<file path="src/hdl/sppc_pkg.sv">
package sppc_pkg;

    // Fixed field widths of the item, result and register beats.
    localparam int unsigned TARGET_W    = 16;
    localparam int unsigned QUOT_W      = 16;
    localparam int unsigned COILS_W     = 4;
    localparam int unsigned POSITION_W  = 12;
    localparam int unsigned DEADBAND_W  = 12;
    localparam int unsigned DELAY_W     = 16;
    localparam int unsigned CFG_IDX_W   = 1;
    localparam int unsigned CFG_DATA_W  = 16;

    // Reset values of the configuration registers.
    localparam logic [DEADBAND_W-1:0] DEADBAND_RST   = 12'd4;
    localparam logic [DELAY_W-1:0]    STEP_DELAY_RST = 16'd1000;

    // Register indexes of the configuration port.
    localparam logic [CFG_IDX_W-1:0] CFG_DEADBAND   = 1'd0;
    localparam logic [CFG_IDX_W-1:0] CFG_STEP_DELAY = 1'd1;

    // Item kinds.
    typedef enum logic [1:0] {
        OP_TICK   = 2'd0,
        OP_TARGET = 2'd1,
        OP_SLEEP  = 2'd2,
        OP_WAKE   = 2'd3
    } t_op;

    // One item held in the input register, with its precomputed quotient.
    typedef struct packed {
        t_op                 op;
        logic [TARGET_W-1:0] target;
        logic [QUOT_W-1:0]   quot;
    } t_item;

    // Half-step coil drive table, indexed by position modulo 8.
    function automatic logic [COILS_W-1:0] coil_pattern(input logic [2:0] idx);
        logic [COILS_W-1:0] pat;
        case (idx)
            3'd0: pat = 4'd1;
            3'd1: pat = 4'd3;
            3'd2: pat = 4'd2;
            3'd3: pat = 4'd6;
            3'd4: pat = 4'd4;
            3'd5: pat = 4'd12;
            3'd6: pat = 4'd8;
            3'd7: pat = 4'd9;
            default: pat = 4'd0;
        endcase
        return pat;
    endfunction

endpackage

</file>
<file path="src/hdl/sppc_in_if.sv">
interface sppc_in_if
    import sppc_pkg::*;
();
    logic                valid;
    logic                ready;
    logic [1:0]          op;
    logic [TARGET_W-1:0] target_position;

    modport source (output valid, output op, output target_position, input ready);
    modport sink   (input valid, input op, input target_position, output ready);
endinterface

</file>
<file path="src/hdl/sppc_out_if.sv">
interface sppc_out_if
    import sppc_pkg::*;
();
    logic                  valid;
    logic                  ready;
    logic [COILS_W-1:0]    coils;
    logic                  moving;
    logic [POSITION_W-1:0] position;

    modport source (output valid, output coils, output moving, output position, input ready);
    modport sink   (input valid, input coils, input moving, input position, output ready);
endinterface

</file>
<file path="src/hdl/sppc_cfg_if.sv">
interface sppc_cfg_if
    import sppc_pkg::*;
();
    logic                  valid;
    logic                  ready;
    logic [CFG_IDX_W-1:0]  index;
    logic [CFG_DATA_W-1:0] data;

    modport source (output valid, output index, output data, input ready);
    modport sink   (input valid, input index, input data, output ready);
endinterface

</file>
<file path="src/hdl/sppc_front.sv">
module sppc_front
    import sppc_pkg::*;
#(
    parameter int unsigned STEPS_PER_REV = 4096
) (
    input  logic       i_clk,
    input  logic       i_rst_n,
    sppc_in_if.sink    i_in,
    input  logic       i_take,
    output logic       o_valid,
    output t_item      o_item
);

    // Reciprocal of the step count, rounded up; exact quotients for 16-bit targets.
    localparam logic [32:0] RECIP = 33'((64'd1 << 32) / STEPS_PER_REV + 64'd1);

    logic        r_valid;
    t_item       r_item;
    t_item       n_item;
    logic [48:0] quot_prod;

    // The register takes a beat when empty or when the core drains it this cycle.
    assign i_in.ready = !r_valid || i_take;

    // Quotient of the target by the step count, taken as the beat arrives.
    assign quot_prod = 49'(i_in.target_position) * 49'(RECIP);

    always_comb begin
        n_item.op     = t_op'(i_in.op);
        n_item.target = i_in.target_position;
        n_item.quot   = quot_prod[32 +: QUOT_W];
    end

    always_ff @(posedge i_clk) begin
        if (!i_rst_n) begin
            r_valid <= 1'b0;
        end else if (i_in.valid && i_in.ready) begin
            r_valid <= 1'b1;
        end else if (i_take) begin
            r_valid <= 1'b0;
        end
    end

    always_ff @(posedge i_clk) begin
        if (i_in.valid && i_in.ready) begin
            r_item <= n_item;
        end
    end

    assign o_valid = r_valid;
    assign o_item  = r_item;

endmodule

</file>
<file path="src/hdl/sppc_core.sv">
module sppc_core
    import sppc_pkg::*;
#(
    parameter int unsigned STEPS_PER_REV = 4096
) (
    input  logic       i_clk,
    input  logic       i_rst_n,
    input  logic       i_valid,
    input  t_item      i_item,
    output logic       o_take,
    sppc_cfg_if.sink   i_cfg,
    sppc_out_if.source o_out
);

    localparam int unsigned PW = $clog2(STEPS_PER_REV);
    localparam logic [16:0]  N17  = 17'(STEPS_PER_REV);
    localparam logic [PW:0]  N_P1 = (PW+1)'(STEPS_PER_REV);
    localparam logic [PW+1:0] N_P2 = (PW+2)'(STEPS_PER_REV);
    localparam logic [PW-1:0] LAST_POS = PW'(STEPS_PER_REV - 1);

    // Motion state and configuration.
    logic [PW-1:0]          r_pos, n_pos;
    logic [PW-1:0]          r_tgt, n_tgt;
    logic                   r_asleep, n_asleep;
    logic                   r_energized, n_energized;
    logic [DELAY_W-1:0]     r_ticks, n_ticks;
    logic [DEADBAND_W-1:0]  r_deadband;
    logic [DELAY_W-1:0]     r_step_delay;

    // Result register.
    logic                  r_out_valid;
    logic [COILS_W-1:0]    r_coils, n_coils;
    logic                  r_moving, n_moving;
    logic [POSITION_W-1:0] r_position;

    logic [32:0]            quot_mul;
    logic [16:0]            tgt_rem;
    logic [PW:0]            diff_raw;
    logic [PW-1:0]          wrap_err;
    logic                   cw;
    logic [PW:0]            mag;
    logic [DEADBAND_W-1:0]  dz_eff;
    logic                   outside;
    logic [DELAY_W-1:0]     tick_cnt;
    logic [PW-1:0]          pos_up;
    logic [PW-1:0]          pos_down;
    logic [16:0]            pos_wide;

    // The item moves on whenever the result register is free or being drained.
    assign o_take = i_valid && (!r_out_valid || o_out.ready);

    // Target modulo the step count from the precomputed quotient.
    assign quot_mul = 33'(i_item.quot) * 33'(N17);
    assign tgt_rem  = 17'(i_item.target) - quot_mul[16:0];

    // Wrapped error and shortest direction; half a turn goes clockwise.
    assign diff_raw = {1'b0, r_tgt} + N_P1 - {1'b0, r_pos};
    assign wrap_err = (diff_raw >= N_P1) ? PW'(diff_raw - N_P1) : diff_raw[PW-1:0];
    assign cw       = ({1'b0, wrap_err, 1'b0} <= N_P2);
    assign mag      = cw ? {1'b0, wrap_err} : (N_P1 - {1'b0, wrap_err});
    assign dz_eff   = (r_deadband == '0) ? DEADBAND_W'(1) : r_deadband;
    assign outside  = (17'(mag) >= 17'(dz_eff));

    // Saturating tick count and neighboring positions.
    assign tick_cnt = (r_ticks == '1) ? r_ticks : r_ticks + DELAY_W'(1);
    assign pos_up   = (r_pos == LAST_POS) ? '0 : r_pos + PW'(1);
    assign pos_down = (r_pos == '0) ? LAST_POS : r_pos - PW'(1);

    // Next state for the item at the head of the input register.
    always_comb begin
        n_pos       = r_pos;
        n_tgt       = r_tgt;
        n_asleep    = r_asleep;
        n_energized = r_energized;
        n_ticks     = r_ticks;
        n_moving    = 1'b0;
        case (i_item.op)
            OP_TICK: begin
                n_ticks = tick_cnt;
                if (!r_asleep && outside) begin
                    n_moving = 1'b1;
                    if (tick_cnt >= r_step_delay) begin
                        n_ticks     = '0;
                        n_pos       = cw ? pos_up : pos_down;
                        n_energized = 1'b1;
                    end
                end
            end
            OP_TARGET: begin
                n_tgt = tgt_rem[PW-1:0];
            end
            OP_SLEEP: begin
                n_energized = 1'b0;
                n_asleep    = 1'b1;
            end
            OP_WAKE: begin
                n_energized = 1'b1;
                n_asleep    = 1'b0;
            end
            default: begin
                n_moving = 1'b0;
            end
        endcase
        n_coils = n_energized ? coil_pattern(n_pos[2:0]) : '0;
    end

    assign pos_wide = 17'(n_pos);

    // State update, one item per cycle while the result register is free or drained.
    always_ff @(posedge i_clk) begin
        if (!i_rst_n) begin
            r_pos       <= '0;
            r_tgt       <= '0;
            r_asleep    <= 1'b0;
            r_energized <= 1'b0;
            r_ticks     <= '1;
        end else if (o_take) begin
            r_pos       <= n_pos;
            r_tgt       <= n_tgt;
            r_asleep    <= n_asleep;
            r_energized <= n_energized;
            r_ticks     <= n_ticks;
        end
    end

    // Configuration registers; writes are always taken.
    assign i_cfg.ready = 1'b1;

    always_ff @(posedge i_clk) begin
        if (!i_rst_n) begin
            r_deadband   <= DEADBAND_RST;
            r_step_delay <= STEP_DELAY_RST;
        end else if (i_cfg.valid) begin
            case (i_cfg.index)
                CFG_DEADBAND:   r_deadband   <= i_cfg.data[DEADBAND_W-1:0];
                CFG_STEP_DELAY: r_step_delay <= i_cfg.data;
                default:        r_step_delay <= r_step_delay;
            endcase
        end
    end

    // Result register valid flag.
    always_ff @(posedge i_clk) begin
        if (!i_rst_n) begin
            r_out_valid <= 1'b0;
        end else if (o_take) begin
            r_out_valid <= 1'b1;
        end else if (o_out.ready) begin
            r_out_valid <= 1'b0;
        end
    end

    // Result payload.
    always_ff @(posedge i_clk) begin
        if (o_take) begin
            r_coils    <= n_coils;
            r_moving   <= n_moving;
            r_position <= pos_wide[POSITION_W-1:0];
        end
    end

    assign o_out.valid    = r_out_valid;
    assign o_out.coils    = r_coils;
    assign o_out.moving   = r_moving;
    assign o_out.position = r_position;

endmodule

</file>
<file path="src/hdl/stepper_pointer_position_controller_top.sv">
// Four-coil stepper pointer controller with half-step drive.
// Input channel: each beat carries an op (tick, set target, sleep, wake) and a
// target position in half-steps, reduced modulo STEPS_PER_REV on set target.
// Output channel: exactly one result beat per input beat, in order, with the
// coil pattern, the moving flag and the position after the item.
// Configuration channel: index 0 writes the dead zone, index 1 the step delay;
// it is always ready and should be written only while no item is in flight.
// An accepted item is held in the input register and its result is then registered
// in the result register, where it is offered. Throughput is one item per cycle
// while the receiver takes results, set by the state update after the input
// register; the reciprocal multiply for the target reduction sits before it.
// When the receiver stalls, the result register holds and the input register
// still takes one more item; input ready drops only when both are full.
// Reset (synchronous, active low) empties both registers, puts the pointer and
// target at zero, awake with coils off, the tick count saturated, and the dead
// zone and step delay at 4 and 1000.
module stepper_pointer_position_controller_top
    import sppc_pkg::*;
#(
    parameter int unsigned STEPS_PER_REV = 4096
) (
    input  logic       i_clk,
    input  logic       i_rst_n,
    sppc_in_if.sink    i_in,
    sppc_cfg_if.sink   i_cfg,
    sppc_out_if.source o_out
);

    logic  item_valid;
    logic  item_take;
    t_item item;

    // Input register with the target quotient.
    sppc_front #(
        .STEPS_PER_REV(STEPS_PER_REV)
    ) u_front (
        .i_clk   (i_clk),
        .i_rst_n (i_rst_n),
        .i_in    (i_in),
        .i_take  (item_take),
        .o_valid (item_valid),
        .o_item  (item)
    );

    // State update and result register.
    sppc_core #(
        .STEPS_PER_REV(STEPS_PER_REV)
    ) u_core (
        .i_clk   (i_clk),
        .i_rst_n (i_rst_n),
        .i_valid (item_valid),
        .i_item  (item),
        .o_take  (item_take),
        .i_cfg   (i_cfg),
        .o_out   (o_out)
    );

endmodule

</file>
<file path="src/flat_wrapper.sv">
// flat-port wrapper written by rule: the top's interface ports become plain ports
module stepper_pointer_position_controller_top_flat import sppc_pkg::*;
#(
    parameter int unsigned STEPS_PER_REV = 4096
)
  (i_clk, i_rst_n, i_in_valid, i_in_op, i_in_target_position, i_in_ready, i_cfg_valid, i_cfg_index, i_cfg_data, i_cfg_ready, o_out_valid, o_out_coils, o_out_moving, o_out_position, o_out_ready);
  sppc_in_if i_in_i ();
  sppc_cfg_if i_cfg_i ();
  sppc_out_if o_out_i ();
  input  logic i_clk;
  input  logic i_rst_n;
  input wire logic [$bits(i_in_i.valid)-1:0] i_in_valid;
  input wire logic [$bits(i_in_i.op)-1:0] i_in_op;
  input wire logic [$bits(i_in_i.target_position)-1:0] i_in_target_position;
  output wire logic [$bits(i_in_i.ready)-1:0] i_in_ready;
  input wire logic [$bits(i_cfg_i.valid)-1:0] i_cfg_valid;
  input wire logic [$bits(i_cfg_i.index)-1:0] i_cfg_index;
  input wire logic [$bits(i_cfg_i.data)-1:0] i_cfg_data;
  output wire logic [$bits(i_cfg_i.ready)-1:0] i_cfg_ready;
  output wire logic [$bits(o_out_i.valid)-1:0] o_out_valid;
  output wire logic [$bits(o_out_i.coils)-1:0] o_out_coils;
  output wire logic [$bits(o_out_i.moving)-1:0] o_out_moving;
  output wire logic [$bits(o_out_i.position)-1:0] o_out_position;
  input wire logic [$bits(o_out_i.ready)-1:0] o_out_ready;
  assign i_in_i.valid = i_in_valid;
  assign i_in_i.op = i_in_op;
  assign i_in_i.target_position = i_in_target_position;
  assign i_in_ready = i_in_i.ready;
  assign i_cfg_i.valid = i_cfg_valid;
  assign i_cfg_i.index = i_cfg_index;
  assign i_cfg_i.data = i_cfg_data;
  assign i_cfg_ready = i_cfg_i.ready;
  assign o_out_valid = o_out_i.valid;
  assign o_out_coils = o_out_i.coils;
  assign o_out_moving = o_out_i.moving;
  assign o_out_position = o_out_i.position;
  assign o_out_i.ready = o_out_ready;
  stepper_pointer_position_controller_top #(.STEPS_PER_REV(STEPS_PER_REV)) u_core (.i_clk(i_clk), .i_rst_n(i_rst_n), .i_in(i_in_i), .i_cfg(i_cfg_i), .o_out(o_out_i));
endmodule
</file>
<file path="config.mk">
export PLATFORM = sky130hd
export DESIGN_NAME = stepper_pointer_position_controller_top_flat
export DESIGN_NICKNAME = d
export VERILOG_FILES = /design/src/hdl/sppc_pkg.sv /design/src/hdl/sppc_in_if.sv /design/src/hdl/sppc_out_if.sv /design/src/hdl/sppc_cfg_if.sv /design/src/hdl/sppc_front.sv /design/src/hdl/sppc_core.sv /design/src/hdl/stepper_pointer_position_controller_top.sv /design/src/flat_wrapper.sv
export SDC_FILE = /design/constraint.sdc
export NUM_CORES = 1
export LEC_CHECK = 0
export BUFFER_PORTS_ARGS = -buffer_cell sky130_fd_sc_hd__clkbuf_2
export CAP_MARGIN = 20
export CELL_PAD_IN_SITES_DETAIL_PLACEMENT = 0
export CELL_PAD_IN_SITES_GLOBAL_PLACEMENT = 2
export CORE_ASPECT_RATIO = 1.5
export CORE_MARGIN = 5
export CORE_UTILIZATION = 39
export CTS_CLUSTER_DIAMETER = 100
export DETAILED_ROUTE_END_ITERATION = 7
export PLACE_DENSITY_LB_ADDON = 0.1
export SLEW_MARGIN = 20
export SYNTH_ARGS = -nofsm -noshare
export SYNTH_HDL_FRONTEND = slang
export SYNTH_SLANG_ARGS = --single-unit
</file>
<file path="constraint.sdc">
create_clock -name i_clk -period 9.23 [get_ports i_clk]
set_input_delay 0.4615 -clock i_clk [delete_from_list [all_inputs] [get_ports i_clk]]
set_output_delay 0.4615 -clock i_clk [all_outputs]
set_load 0.02 [all_outputs]
</file>
# Word level (Yosys, flattened, before mapping)
# Memory sizes are Yosys's and may differ from the RTL's. A register that Yosys moved wholly into a read port is not among the register bits.
# Cells that the tools add are included.
word_totals:
  ff_bits: 99
  rom_bits: 32
  input_bits: 40
  output_inout_bits: 20
  n_memories: 1
mem_list:
  columns: ["memory", "depth", "word_bits", "rd", "rd_ports_with_merged_regs", "wr", "line", "text"]
  rows:
  - ["(name not given)", 8, 4, 1, 1, 0, "sppc_pkg.sv:39", "case (idx)"]
classes:
  n_addsub: 8
  order_cmp: 4
  n_eq_ne: 5
  muxes: 21
  bitwise_logic: 1
  n_reduce_logical: 20
ops:
  columns: ["op", "n"]
  rows:
  - ["$mux 12", 8]
  - ["$mux 16", 3]
  - ["$sub 12x1->12 const B", 3]
  - ["$logic_not 12->1", 2]
  - ["$add 16x1->16 const B", 1]
  - ["$eq 16x16->1 const B", 1]
  - ["$ge 16x16->1", 1]
  - ["$add 12x13->13 const B", 1]
  - ["$ge 13x12->1", 1]
  - ["$ge 13x13->1 const B", 1]
  - ["$le 13x13->1 const B", 1]
  - ["$mux 13", 1]
  - ["$sub 13x12->13", 1]
  - ["$sub 13x12->13 const A", 1]
  - ["$add 12x1->12 const B", 1]
  - ["$eq 12x12->1 const B", 1]
  - ["$reduce_and 2->1", 5]
  - ["$mux 1", 7]
  - ["$reduce_bool 2->1", 3]
  - ["$eq 2x2->1 const B", 2]
  - ["$logic_not 1->1", 4]
  - ["$logic_and 1x1->1", 3]
  - ["$pmux 1 s3", 1]
  - ["$eq 2x1->1 const B", 1]
  - ["4 further kinds", 5]

# Depth between registers and ports, before layout
# Gate-level depths: netlist of the first run.
logic_depth:
  depth_word: 11
  depth_mapped: 26
  depth_no_buf: 24

# Modules after synthesis
# Synthesis of the first run repeated with hierarchy kept, for this count alone.
unflattened:
  cells_unflattened: 762
  area_unflattened_um2: 6506.2
modules_own_cells:
  columns: ["mod", "n_inst", "cells_per_inst", "area_each_um2"]
  rows:
  - ["sppc_core", 1, 722, 5784.3]
  - ["sppc_front", 1, 40, 721.9]

# Worst setup path after synthesis of the first run
# OpenSTA, ideal clock, no wires.
synth_timing:
  path_kind: "flip-flop to flip-flop"
  start: "register u_core.u_core.r_pos[4]"
  end: "register u_core.u_core.r_coils[0], in the netlist u_core.u_core.o_out.coils[0] (data pin)"
  setup_ns: 0.255
  t_arrival_ns: 5.062
  required_time_ns: 8.975
  setup_slack_ns: 3.913
  stages_incl_launch_ff: 25
  path_buffers: 3
  synth_period_minus_slack_ns: 5.317
  cell_sequence: "dfxtp_1 -> clkbuf_1 -> inv_1 -> ha_1 -> a21o_1 -> a31o_1 -> or3_4 -> a2111oi_4 -> nand4_4 -> o21ai_4 -> buf_6 -> buf_2 -> mux2_2 -> ha_1 -> nand2b_1 -> a21oi_1 -> a211oi_1 -> o21ai_0 -> a22o_1 -> and3_1 -> o21ai_1 -> xnor2_1 -> inv_2 -> mux2i_1 -> and2_1"
synth_via:
  elab_cells_between_ends: 20
  classes_between: "add/sub: 3; order compare: 3; eq/ne: 1; mux: 10; reduce/logical: 3"
synth_rtl:
  columns: ["element", "line", "text"]
  rows:
  - ["start: declaration", "sppc_core.sv:22", "logic [PW-1:0] r_pos, n_pos;"]
  - ["start signal: assignment", "sppc_core.sv:118", "r_pos <= n_pos;"]
  - ["$sub 13x12->13", "sppc_core.sv:57", "assign diff_raw = {1'b0, r_tgt} + N_P1 - {1'b0, r_pos};"]
  - ["$sub 12x1->12 / $ge 13x13->1 (equally long branches)", "sppc_core.sv:58", "assign wrap_err = (diff_raw >= N_P1) ? PW'(diff_raw - N_P1) : diff_raw[PW-1:0];"]
  - ["$mux 12", "sppc_core.sv:58", null]
  - ["$sub 13x12->13 / $le 13x13->1 (equally long branches)", "sppc_core.sv:60, sppc_core.sv:59", null]
  - ["$mux 13", "sppc_core.sv:60", "assign mag = cw ? {1'b0, wrap_err} : (N_P1 - {1'b0, wrap_err});"]
  - ["$ge 13x12->1", "sppc_core.sv:62", "assign outside = (17'(mag) >= 17'(dz_eff));"]
  - ["$logic_and 1x1->1", "sppc_core.sv:80", "if (!r_asleep && outside) begin"]
  - ["$mux 12 (*)", "sppc_core.sv:80", null]
  - ["$mux 12 (*)", "sppc_core.sv:77", "case (i_item.op)"]
  - ["named net u_core.u_core.n_pos[2]", "sppc_core.sv:22", null]
  - ["end: declaration", "sppc_core.sv:32", "logic [COILS_W-1:0] r_coils, n_coils;"]
# The timed path passes the listed nets; every way through them passes the cells marked *.
# A chain may end at the register's enable or synchronous reset.

# Worst setup path after layout of the first run
layout_timing:
  start: "register u_core.u_core.r_pos[0]"
  end: "register u_core.u_core.r_coils[0], in the netlist u_core.u_core.o_out.coils[0] (data pin)"
# Same word-level chain as after synthesis.

==> results of run 1 <==
## worst max-delay path: stages, from the launching register on
cell and delay [ps]:
dfxtp_1 450, ha_1 230, inv_1 60, fa_1 410
a21o_1 230, a221oi_1 610, xnor2_1 260, a31oi_2 290
nand4_4 210, o21ai_4 770, mux2_2 410, ha_1 310
nand2b_1 60, a21oi_1 140, a211oi_1 70, o21ai_0 160
a22o_1 280, and3_1 500, o21ai_1 160, xnor2_1 460
inv_2 120, mux2i_1 130, and2_1 160
## through the flow
stage / worst slack, ps / hold slack [ps]
after floorplan: 3910 / 436
after global placement: 2580 / 443
after detailed placement: 2500 / 450
after CTS: 2440 / 270
after global routing: 1980 / 276
final: 2490 / 282
## cell usage in the layout, fill, tap and decap left out, types with 22 or more instances in the layout
master and count:
clkbuf_2 54, ha_1 43, o21ai_0 34, dfxtp_1 72
edfxtp_1 31, nand3_1 25, nand2_1 116, xnor2_1 22
inv_1 48, a21oi_1 75, nor2_1 42
## final cells by class
cell class                      instances  area (sq um)
Inverter                               49           184
Tap cell                              203           254
Clock buffer                           11           233
Clock inverter                          5          82.6
Timing Repair Buffer                   57           293
Fill cell                            1598          8700
Sequential cell                       103          2370
Multi-Input combinational cell        549          3510
## cells by family (layout without fill, tap and decap cells)
group	after synthesis	in the layout
other	1	1
xor gates and xnor gates	33	33
buffers and inverters	80	122
and+or+nand+nor	263	263
adders and majority gates	44	44
AOI/OAI and AO/OA	201	201
DFF	103	103
muxes	7	7
## routing by layer
metal	vias to the layer above	track usage [%]	part of all wire, %
met1	2475	19.5	40
met3	20	3.04	2.9
met4	0	5.96	1.9
met5	-	0	0
met2	86	35.0	55
li1	2705	-	-
## sequential cells by signal, indices dropped and copies added, names as in the netlist
| register | cells |
|---|---|
| u_core.u_core.r_deadband | 12 |
| u_core.u_core.r_asleep | 1 |
| u_core.u_core.o_out.moving | 1 |
| u_core.u_core.r_pos | 12 |
| u_core.u_core.o_out.coils | 4 |
| u_core.u_core.r_step_delay | 16 |
| u_core.u_core.r_ticks | 16 |
| u_core.u_front.o_valid | 1 |
| u_core.u_front.o_item | 14 |
| u_core.u_core.r_energized | 1 |
| u_core.u_core.r_tgt | 12 |
| u_core.u_core.o_out.valid | 1 |
| u_core.u_core.o_out.position | 12 |
## worst paths after layout
check,from,endpoint,slack [ps]
worst min-delay path,i_in_target_position[2],u_core.u_front.o_item[18],280
worst min register to register,u_core.u_core.r_tgt[0],u_core.u_core.r_tgt[0],460
worst max-delay path,u_core.u_core.r_pos[0],u_core.u_core.o_out.coils[0],2490
worst max register to register,u_core.u_core.r_pos[0],u_core.u_core.o_out.coils[0],2490
## where the power goes
part	total (W)	internal, W	switching [W]
Combinational	0.00111	0.000427	0.000686
Clock	0.000411	0.000239	0.000172
Sequential	0.000538	0.000511	0.0000275
Total	0.00206	0.00118	0.000886
==> results.yml, run 1 <==
critical_path:
  r2r.worst_path.cells: 22
  crit_path_start_kind: "register"
  cp.arrival_ps: 6850
  critical_path_class: "reg -> reg"
  worst-endpoint-required_ps: 9340
  timing.critical_path.fanout_max: 36
  critPathCaptureType: "register"
timing:
  tightestPinTransition_ps: 1050
  max-slew-margin-rel_pct: 29.9
  finalWorstPathRequiredPeriod_ps: 6740
  rsz_0062_raised_after_global_routing: "false"
  final-setup-viol-count: 0
  timing.clock.skew_ps: 10.9
  totalNegativeSetupSlack_ps: 0
  timing.final.hold_violations: 0
  maxSlewViolCount: 0
  final_cycle_share_pct: 73.0
  max_freq_mhz: 148
placement:
  dp_hpwl_microns: 12700
  gp_routability_congestion: 0.819
  placement.io_buffers: 54
  total_instance_count_after_detailed_placement: 961
  dpl_cell_area_sq_mm: 0.00661
power:
  total_leakage_power_nw: 2.76
  vdd_ir_drop_max_mv: 0.109
  design_power_total_w: 0.00206
  power-per-cell-area_mw_per_mm2: 298
drt:
  pre_antenna_drt_iters: 5
  post_drt_antenna_nets: 0
  vias: 5286
  vias_per_cell: 5.41
  dr.first_iter.drc_count: 224
  detail_route.drc_violations: 0
  finalWirelength_microns: 16500
  post_drt_wl_per_cell_microns: 16.9
job:
  cap_violations: 0
synth:
  synthesis.yosys.warnings: 0
  synth.cell_area_sq_mm: 0.00620
  synth_adder_area_share_pct: 9.00
  postSynth.asyncResetShare_pct: 0
  syn-num-nets: 816
  synth_seq_area_share_pct: 38.3
  yosysUniqueCellTypes: 69
  yosysMostFrequentCell: "nand2_1"
  synth_top_cell_by_area: "dfxtp_1"
  yosys.area_share.xor_xnor_pct: 4.66
  postSynthCellCount: 732
  share_of_the_synthesized_area_in_compound_gates_ao_oa_aoi_oai_pct: 21.7
  synth-seq-cells: 103
  synth.cells.most_frequent: "nand2_1, a21oi_1, dfxtp_1, inv_1, ha_1"
  edff_count_synth: 31
  synth.mux.area_fraction_pct: 1.17
  synth_top_family_by_area: "compound AO/OA/AOI/OAI gates"
  avgSynthCellArea_sq_um: 8.47
  synth_flop_cell: "dfxtp_1"
  simple_logic_cell_fraction_of_the_synthesized_area_pct: 20.0
  synthDominantCellAreaShare_pct: 23.2
  synth.top_cells.by_area: "dfxtp_1, edfxtp_1, ha_1"
final_layout:
  nNetsFinal: 853
  utilization_pct: 44.3
  layout.cells.non_filler: 977
  antenna_diodes: 0
  fin_area_sq_mm: 0.00693
  drive_gt1_share_pct: 10.7
  layout-area-overhead-vs-synth_pct: 11.7
global_routing:
  grt_pass1_wl_microns: 26200
  grt_use_total_pct: 18.0
  first_global_vias: 5145
  initial_antenna_violation_count: 0
  pin_count_of_the_biggest_net_entering_global_routing: 44
  gr-total-overflow: 0
die:
  die_w_microns: 113
  vertical_extent_of_the_die_microns: 164
  top_level_ports: 60
  core_region_area_sq_mm: 0.0156
  core.rowCount: 56
  initial_core_util_pct: 39.7
  die_area_sq_mm: 0.0186
worst_hold_path:
  hold_depth: 1
  hold_class: "in -> reg"
clocking:
  clock_root_buffer_master: "clkbuf_16"
  cts.repair_timing.setup_buffer_count: 0
  resized_after_cts: 0
  numClockSinks: 103
  path_clk_slew_ps: 70
  cts_made_buffers: 9
  worstSkewPairLatency_ps: 350
  ctsLongestPathBuffers: 2
  level_count_of_the_clock_h_tree: 3
  cts_tree: "done"
  ctsHoldBuffers: 0
status:
  outcome: "finished clean"
(Power assumes the default switching activity.)
==> run 2: changes to the inputs <==
--- a/config.mk
+++ b/config.mk
@@ -5,13 +5,14 @@
 export SDC_FILE = /design/constraint.sdc
 export NUM_CORES = 1
 export LEC_CHECK = 0
+export ABC_AREA = 1
 export BUFFER_PORTS_ARGS = -buffer_cell sky130_fd_sc_hd__clkbuf_2
 export CAP_MARGIN = 20
 export CELL_PAD_IN_SITES_DETAIL_PLACEMENT = 0
 export CELL_PAD_IN_SITES_GLOBAL_PLACEMENT = 2
 export CORE_ASPECT_RATIO = 1.5
 export CORE_MARGIN = 5
-export CORE_UTILIZATION = 39
+export CORE_UTILIZATION = 31
 export CTS_CLUSTER_DIAMETER = 100
 export DETAILED_ROUTE_END_ITERATION = 7
 export PLACE_DENSITY_LB_ADDON = 0.1
==> constraint.sdc (replaced) <==
create_clock -name i_clk -period 5.8 [get_ports i_clk]
set_input_delay 0.29 -clock i_clk [delete_from_list [all_inputs] [get_ports i_clk]]
set_output_delay 0.29 -clock i_clk [all_outputs]
set_load 0.02 [all_outputs]
==> results.yml, run 2 <==
global_routing:
  initial_antenna_violation_count: 0
  pin_count_of_the_biggest_net_entering_global_routing: 63
  grt_use_total_pct: 15.9
  first_global_vias: 5764
  grt_pass1_wl_microns: 30000
  gr-total-overflow: 0
die:
  initial_core_util_pct: 31.2
  die_w_microns: 128
  top_level_ports: 60
  vertical_extent_of_the_die_microns: 188
  die_area_sq_mm: 0.0241
  core.rowCount: 65
  core_region_area_sq_mm: 0.0209
critical_path:
  critical_path_class: "reg -> reg"
  crit_path_max_incr_delay_ps: 450
  timing.critical_path.fanout_max: 17
  crit_path_start_kind: "register"
  timing.critical_path.slowest_stage_cell: "fa_1"
  critPathCaptureType: "register"
  worst-endpoint-required_ps: 5920
  cp.arrival_ps: 5170
worst_hold_path:
  hold_class: "in -> reg"
drt:
  post_drt_wl_per_cell_microns: 15.3
  dr.first_iter.drc_count: 212
  detail_route.drc_violations: 0
  pre_antenna_drt_iters: 4
  post_drt_antenna_nets: 0
  vias: 5662
  vias_per_cell: 4.70
  finalWirelength_microns: 18500
final_layout:
  drive_gt1_share_pct: 12.8
  antenna_diodes: 0
  nNetsFinal: 1015
  layout.cells.non_filler: 1204
  final_cell_mix: "nand2_1, inv_1, nor2_1, dfxtp_1"
  layout_commonest_cell: "nand2_1"
  fin_area_sq_mm: 0.00736
  layout-area-overhead-vs-synth_pct: 12.9
power:
  power-per-cell-area_mw_per_mm2: 332
  vdd_ir_drop_max_mv: 0.142
  total_leakage_power_nw: 3.67
  design_power_total_w: 0.00244
synth:
  synth.cells.most_frequent: "nand2_1, inv_1, nor2_1, dfxtp_1"
  synthesis.yosys.warnings: 0
  edff_count_synth: 31
  yosysMostFrequentCell: "nand2_1"
  syn-num-nets: 968
  avgSynthCellArea_sq_um: 7.38
  yosysUniqueCellTypes: 47
  synth-seq-cells: 103
  synth_flop_cell: "dfxtp_1"
  postSynthCellCount: 884
  synth_top_cell_by_area: "dfxtp_1"
  synth_seq_area_share_pct: 36.4
  synth.cell_area_sq_mm: 0.00652
  synth.top_cells.by_area: "dfxtp_1, edfxtp_1, nand2_1"
  synthDominantCellAreaShare_pct: 22.1
  postSynth.asyncResetShare_pct: 0
timing:
  timing.final.hold_violations: 0
  final_cycle_share_pct: 87.0
  max_freq_mhz: 198
  tightestPinTransition_ps: 726
  timing.clock.skew_ps: 11.4
  finalWorstPathRequiredPeriod_ps: 5050
  final-setup-viol-count: 0
  rsz_0062_raised_after_global_routing: "false"
  maxSlewViolCount: 0
  holdWs_ps: 104
  max-slew-margin-rel_pct: 51.6
  totalNegativeSetupSlack_ps: 0
clocking:
  cts_tree: "done"
  worstSkewPairLatency_ps: 360
  numClockSinks: 103
  cts.repair_timing.setup_buffer_count: 0
  ctsHoldBuffers: 0
  ctsLongestPathBuffers: 2
  path_clk_slew_ps: 80
  clock_root_buffer_master: "clkbuf_16"
  level_count_of_the_clock_h_tree: 3
  cts_made_buffers: 9
  resized_after_cts: 0
placement:
  dp_hpwl_microns: 14300
  dpl_cell_area_sq_mm: 0.00705
  gp_routability_congestion: 0.815
  total_instance_count_after_detailed_placement: 1188
  placement.io_buffers: 54
status:
  outcome: "finished clean"
job:
  cap_violations: 0
-- run 2: area by class of cell --
cell class	count	area, sq um
fillers	2239	13500
multi-input cells	615	3490
flip-flops and latches	103	2370
inverters	141	529
well taps	268	335
repair buffers	61	323
clock buffers	12	279
clock inverters	4	31.3
-- run 2: cells by family (layout without fill, tap and decap cells) --
logic type | Yosys count | after routing | synth area share, %
buffers and inverters | 166 | 218 | 10.1
other | 1 | 1 | 0.0575
adder cells (fa/ha/maj) | 44 | 44 | 8.55
flip-flops | 103 | 103 | 36.4
XOR/XNOR | 29 | 29 | 4.18
AO/OA/AOI/OAI | 156 | 156 | 13.7
AND/OR/NAND/NOR | 385 | 385 | 27.1
-- run 2: worst paths after layout --
check,start,to,slack (ps),cells past startpoint
setup / recovery,u_core.u_core.r_pos[0],u_core.u_core.o_out.coils[0],750,29
hold / removal,i_in_target_position[10],u_core.u_front.o_item[26],100,1
setup reg to reg,u_core.u_core.r_pos[0],u_core.u_core.o_out.coils[0],750,29
hold reg to reg,u_core.u_core.r_tgt[0],u_core.u_core.r_tgt[0],460,2
-- run 2: layer usage --
layer  track usage (%)  routed length [microns]
met5                 0                        0
met3              2.22                      507
met1              17.5                     7350
met4              6.37                      510
met2              30.1                    10100
-- run 2: worst max-delay path: cells and delay by family, from the launching register on --
family                   cells  cell delay (ps)
AO/OA/AOI/OAI                3              430
XOR/XNOR                     1              150
adder cells (fa/ha/maj)      4             1150
buffers and inverters        5              920
flip-flops                   1              360
AND/OR/NAND/NOR             16             1780
-- run 2: per-stage QoR --
stage	utilization [%]	setup slack (ps)
after global placement	33.7	666
after detailed placement	33.7	693
after global routing	35.2	258
after floorplan	-	1580
after CTS	35.2	644
final	35.2	752
-- run 2: power by group --
group / total [W] / switching, W / leakage (nW) / internal (W)
Combinational: 0.000970 / 0.000634 / 2.63 / 0.000336
Clock: 0.000646 / 0.000298 / 0.154 / 0.000348
Sequential: 0.000826 / 0.0000271 / 0.890 / 0.000798
Total: 0.00244 / 0.000960 / 3.67 / 0.00148
==> run 3: changes to the inputs <==
--- a/config.mk
+++ b/config.mk
@@ -10,11 +10,12 @@
 export CAP_MARGIN = 20
 export CELL_PAD_IN_SITES_DETAIL_PLACEMENT = 0
 export CELL_PAD_IN_SITES_GLOBAL_PLACEMENT = 2
-export CORE_ASPECT_RATIO = 1.5
+export CORE_ASPECT_RATIO = 0.6
 export CORE_MARGIN = 5
 export CORE_UTILIZATION = 31
 export CTS_CLUSTER_DIAMETER = 100
 export DETAILED_ROUTE_END_ITERATION = 7
+export MAX_ROUTING_LAYER = met4
 export PLACE_DENSITY_LB_ADDON = 0.1
 export SLEW_MARGIN = 20
 export SYNTH_ARGS = -nofsm -noshare
==> results.yml, run 3 (same netlist as run 2, synthesis figures left out) <==
status:
  outcome: "finished clean"
global_routing:
  initial_antenna_violation_count: 0
  grt_most_used_layer: "met1"
  gr-total-overflow: 0
  grt_use_total_pct: 16.7
  pin_count_of_the_biggest_net_entering_global_routing: 63
  grt_use_met1_pct: 26.8
  first_global_vias: 5504
  gr-usage-met2_pct: 21.1
  grt_util_met3_pct: 3.10
  grt_pass1_wl_microns: 30500
clocking:
  path_clk_slew_ps: 70
  ctsLongestPathBuffers: 2
  worstSkewPairLatency_ps: 360
  cts_tree: "done"
  cts_made_buffers: 9
  clock_root_buffer_master: "clkbuf_16"
  level_count_of_the_clock_h_tree: 3
  ctsHoldBuffers: 0
  numClockSinks: 103
critical_path:
  critPathCaptureType: "register"
  timing.critical_path.fanout_max: 17
  cp.arrival_ps: 5290
  critical_path_class: "reg -> reg"
  crit_path_max_incr_delay_ps: 430
  timing.critical_path.slowest_stage_cell: "fa_1"
  worst-endpoint-required_ps: 5920
  crit_path_start_kind: "register"
worst_hold_path:
  hold_class: "in -> reg"
timing:
  timing.clock.skew_ps: 10.8
  final-setup-viol-count: 0
  rsz_0062_raised_after_global_routing: "false"
  maxSlewViolCount: 0
  max_freq_mhz: 193
  timing.final.hold_violations: 0
  finalWorstPathRequiredPeriod_ps: 5180
  max-slew-margin-rel_pct: 51.3
  totalNegativeSetupSlack_ps: 0
  post-route-worst-setup-slack_ps: 624
  tightestPinTransition_ps: 725
  final_cycle_share_pct: 89.2
drt:
  detail_route.drc_violations: 0
  post_drt_wl_per_cell_microns: 15.7
  finalWirelength_microns: 19000
  pre_antenna_drt_iters: 5
  dr.first_iter.drc_count: 372
  vias_per_cell: 4.77
  vias: 5798
  post_drt_antenna_nets: 0
final_layout:
  nFillCells: 2212
  layout_commonest_cell: "nand2_1"
  antenna_diodes: 0
  register_area_sq_mm: 0.00237
  multi_input_comb_area_sq_mm: 0.00349
  nNetsFinal: 1015
  drive_gt1_share_pct: 12.9
  layout-area-overhead-vs-synth_pct: 12.4
  final_cell_mix: "nand2_1, inv_1, nor2_1, dfxtp_1"
power:
  vdd_ir_drop_max_mv: 0.161
  total_leakage_power_nw: 3.66
  power-per-cell-area_mw_per_mm2: 328
die:
  die_area_sq_mm: 0.0241
  core.rowCount: 41
  die_w_microns: 197
  initial_core_util_pct: 31.2
  core_region_area_sq_mm: 0.0209
  top_level_ports: 60
  vertical_extent_of_the_die_microns: 122
placement:
  placement.io_buffers: 54
  dp_hpwl_microns: 15000
  post-place-ws_ps: 580
  gp_routability_congestion: 0.846
job:
  cap_violations: 0
[run 3: per-stage QoR]
stage,utilization (%),power (W),hold WS [ps],cells,area (sq um)
finish,35.1,0.00240,99.5,1215,7330
global route,35.1,0.00260,86.3,1215,7330
CTS,35.1,0.00242,80.0,1215,7330
detailed placement,33.8,0.00183,468,1199,7070
global placement,33.8,0.00181,460,1199,7070
floorplan,-,0.00158,389,884,6520
[run 3: cell type report]
type	count	share of cell area, %
clock inverter	6	0.495
sequential	103	32.4
multi-input combinational	615	47.6
timing repair buffer	61	4.40
inverter	141	7.22
clock buffer	10	3.12
tap	279	4.76
[run 3: final timing paths]
path	slack, ps	depth (start not counted)	endpoint	startpoint
hold / removal	100	1	u_core.u_front.o_item[25]	i_in_target_position[9]
setup reg to reg	620	29	u_core.u_core.o_out.coils[1]	u_core.u_core.r_pos[0]
setup / recovery	620	29	u_core.u_core.o_out.coils[1]	u_core.u_core.r_pos[0]
hold reg to reg	470	2	u_core.u_core.r_tgt[6]	u_core.u_front.o_item[22]
[run 3: power breakdown]
part,total (W),switching (W),internal (W),leakage [nW]
Combinational,0.000994,0.000657,0.000337,2.63
Sequential,0.000827,0.0000289,0.000799,0.890
Clock,0.000582,0.000290,0.000291,0.137
Total,0.00240,0.000976,0.00143,3.66
[run 3: what timing repair did]
item,CTS,global route
setup buffers,0,0
gates resized for setup,0,1
setup endpoints to repair,0,1
[run 3: worst max-delay path, delay by kind of cell, from the launching register on]
kind / cells / cell delay [ps]
xor gates and xnor gates: 1 / 170
adders and majority gates: 4 / 1150
buffers and inverters: 7 / 990
DFF: 1 / 380
and+or+nand+nor: 17 / 2230
[run 3: layer usage]
layer	vias up	routed length, microns
li1	2995	-
met5	-	0
met4	0	144
met1	2707	11300
met3	8	595
met2	88	6960
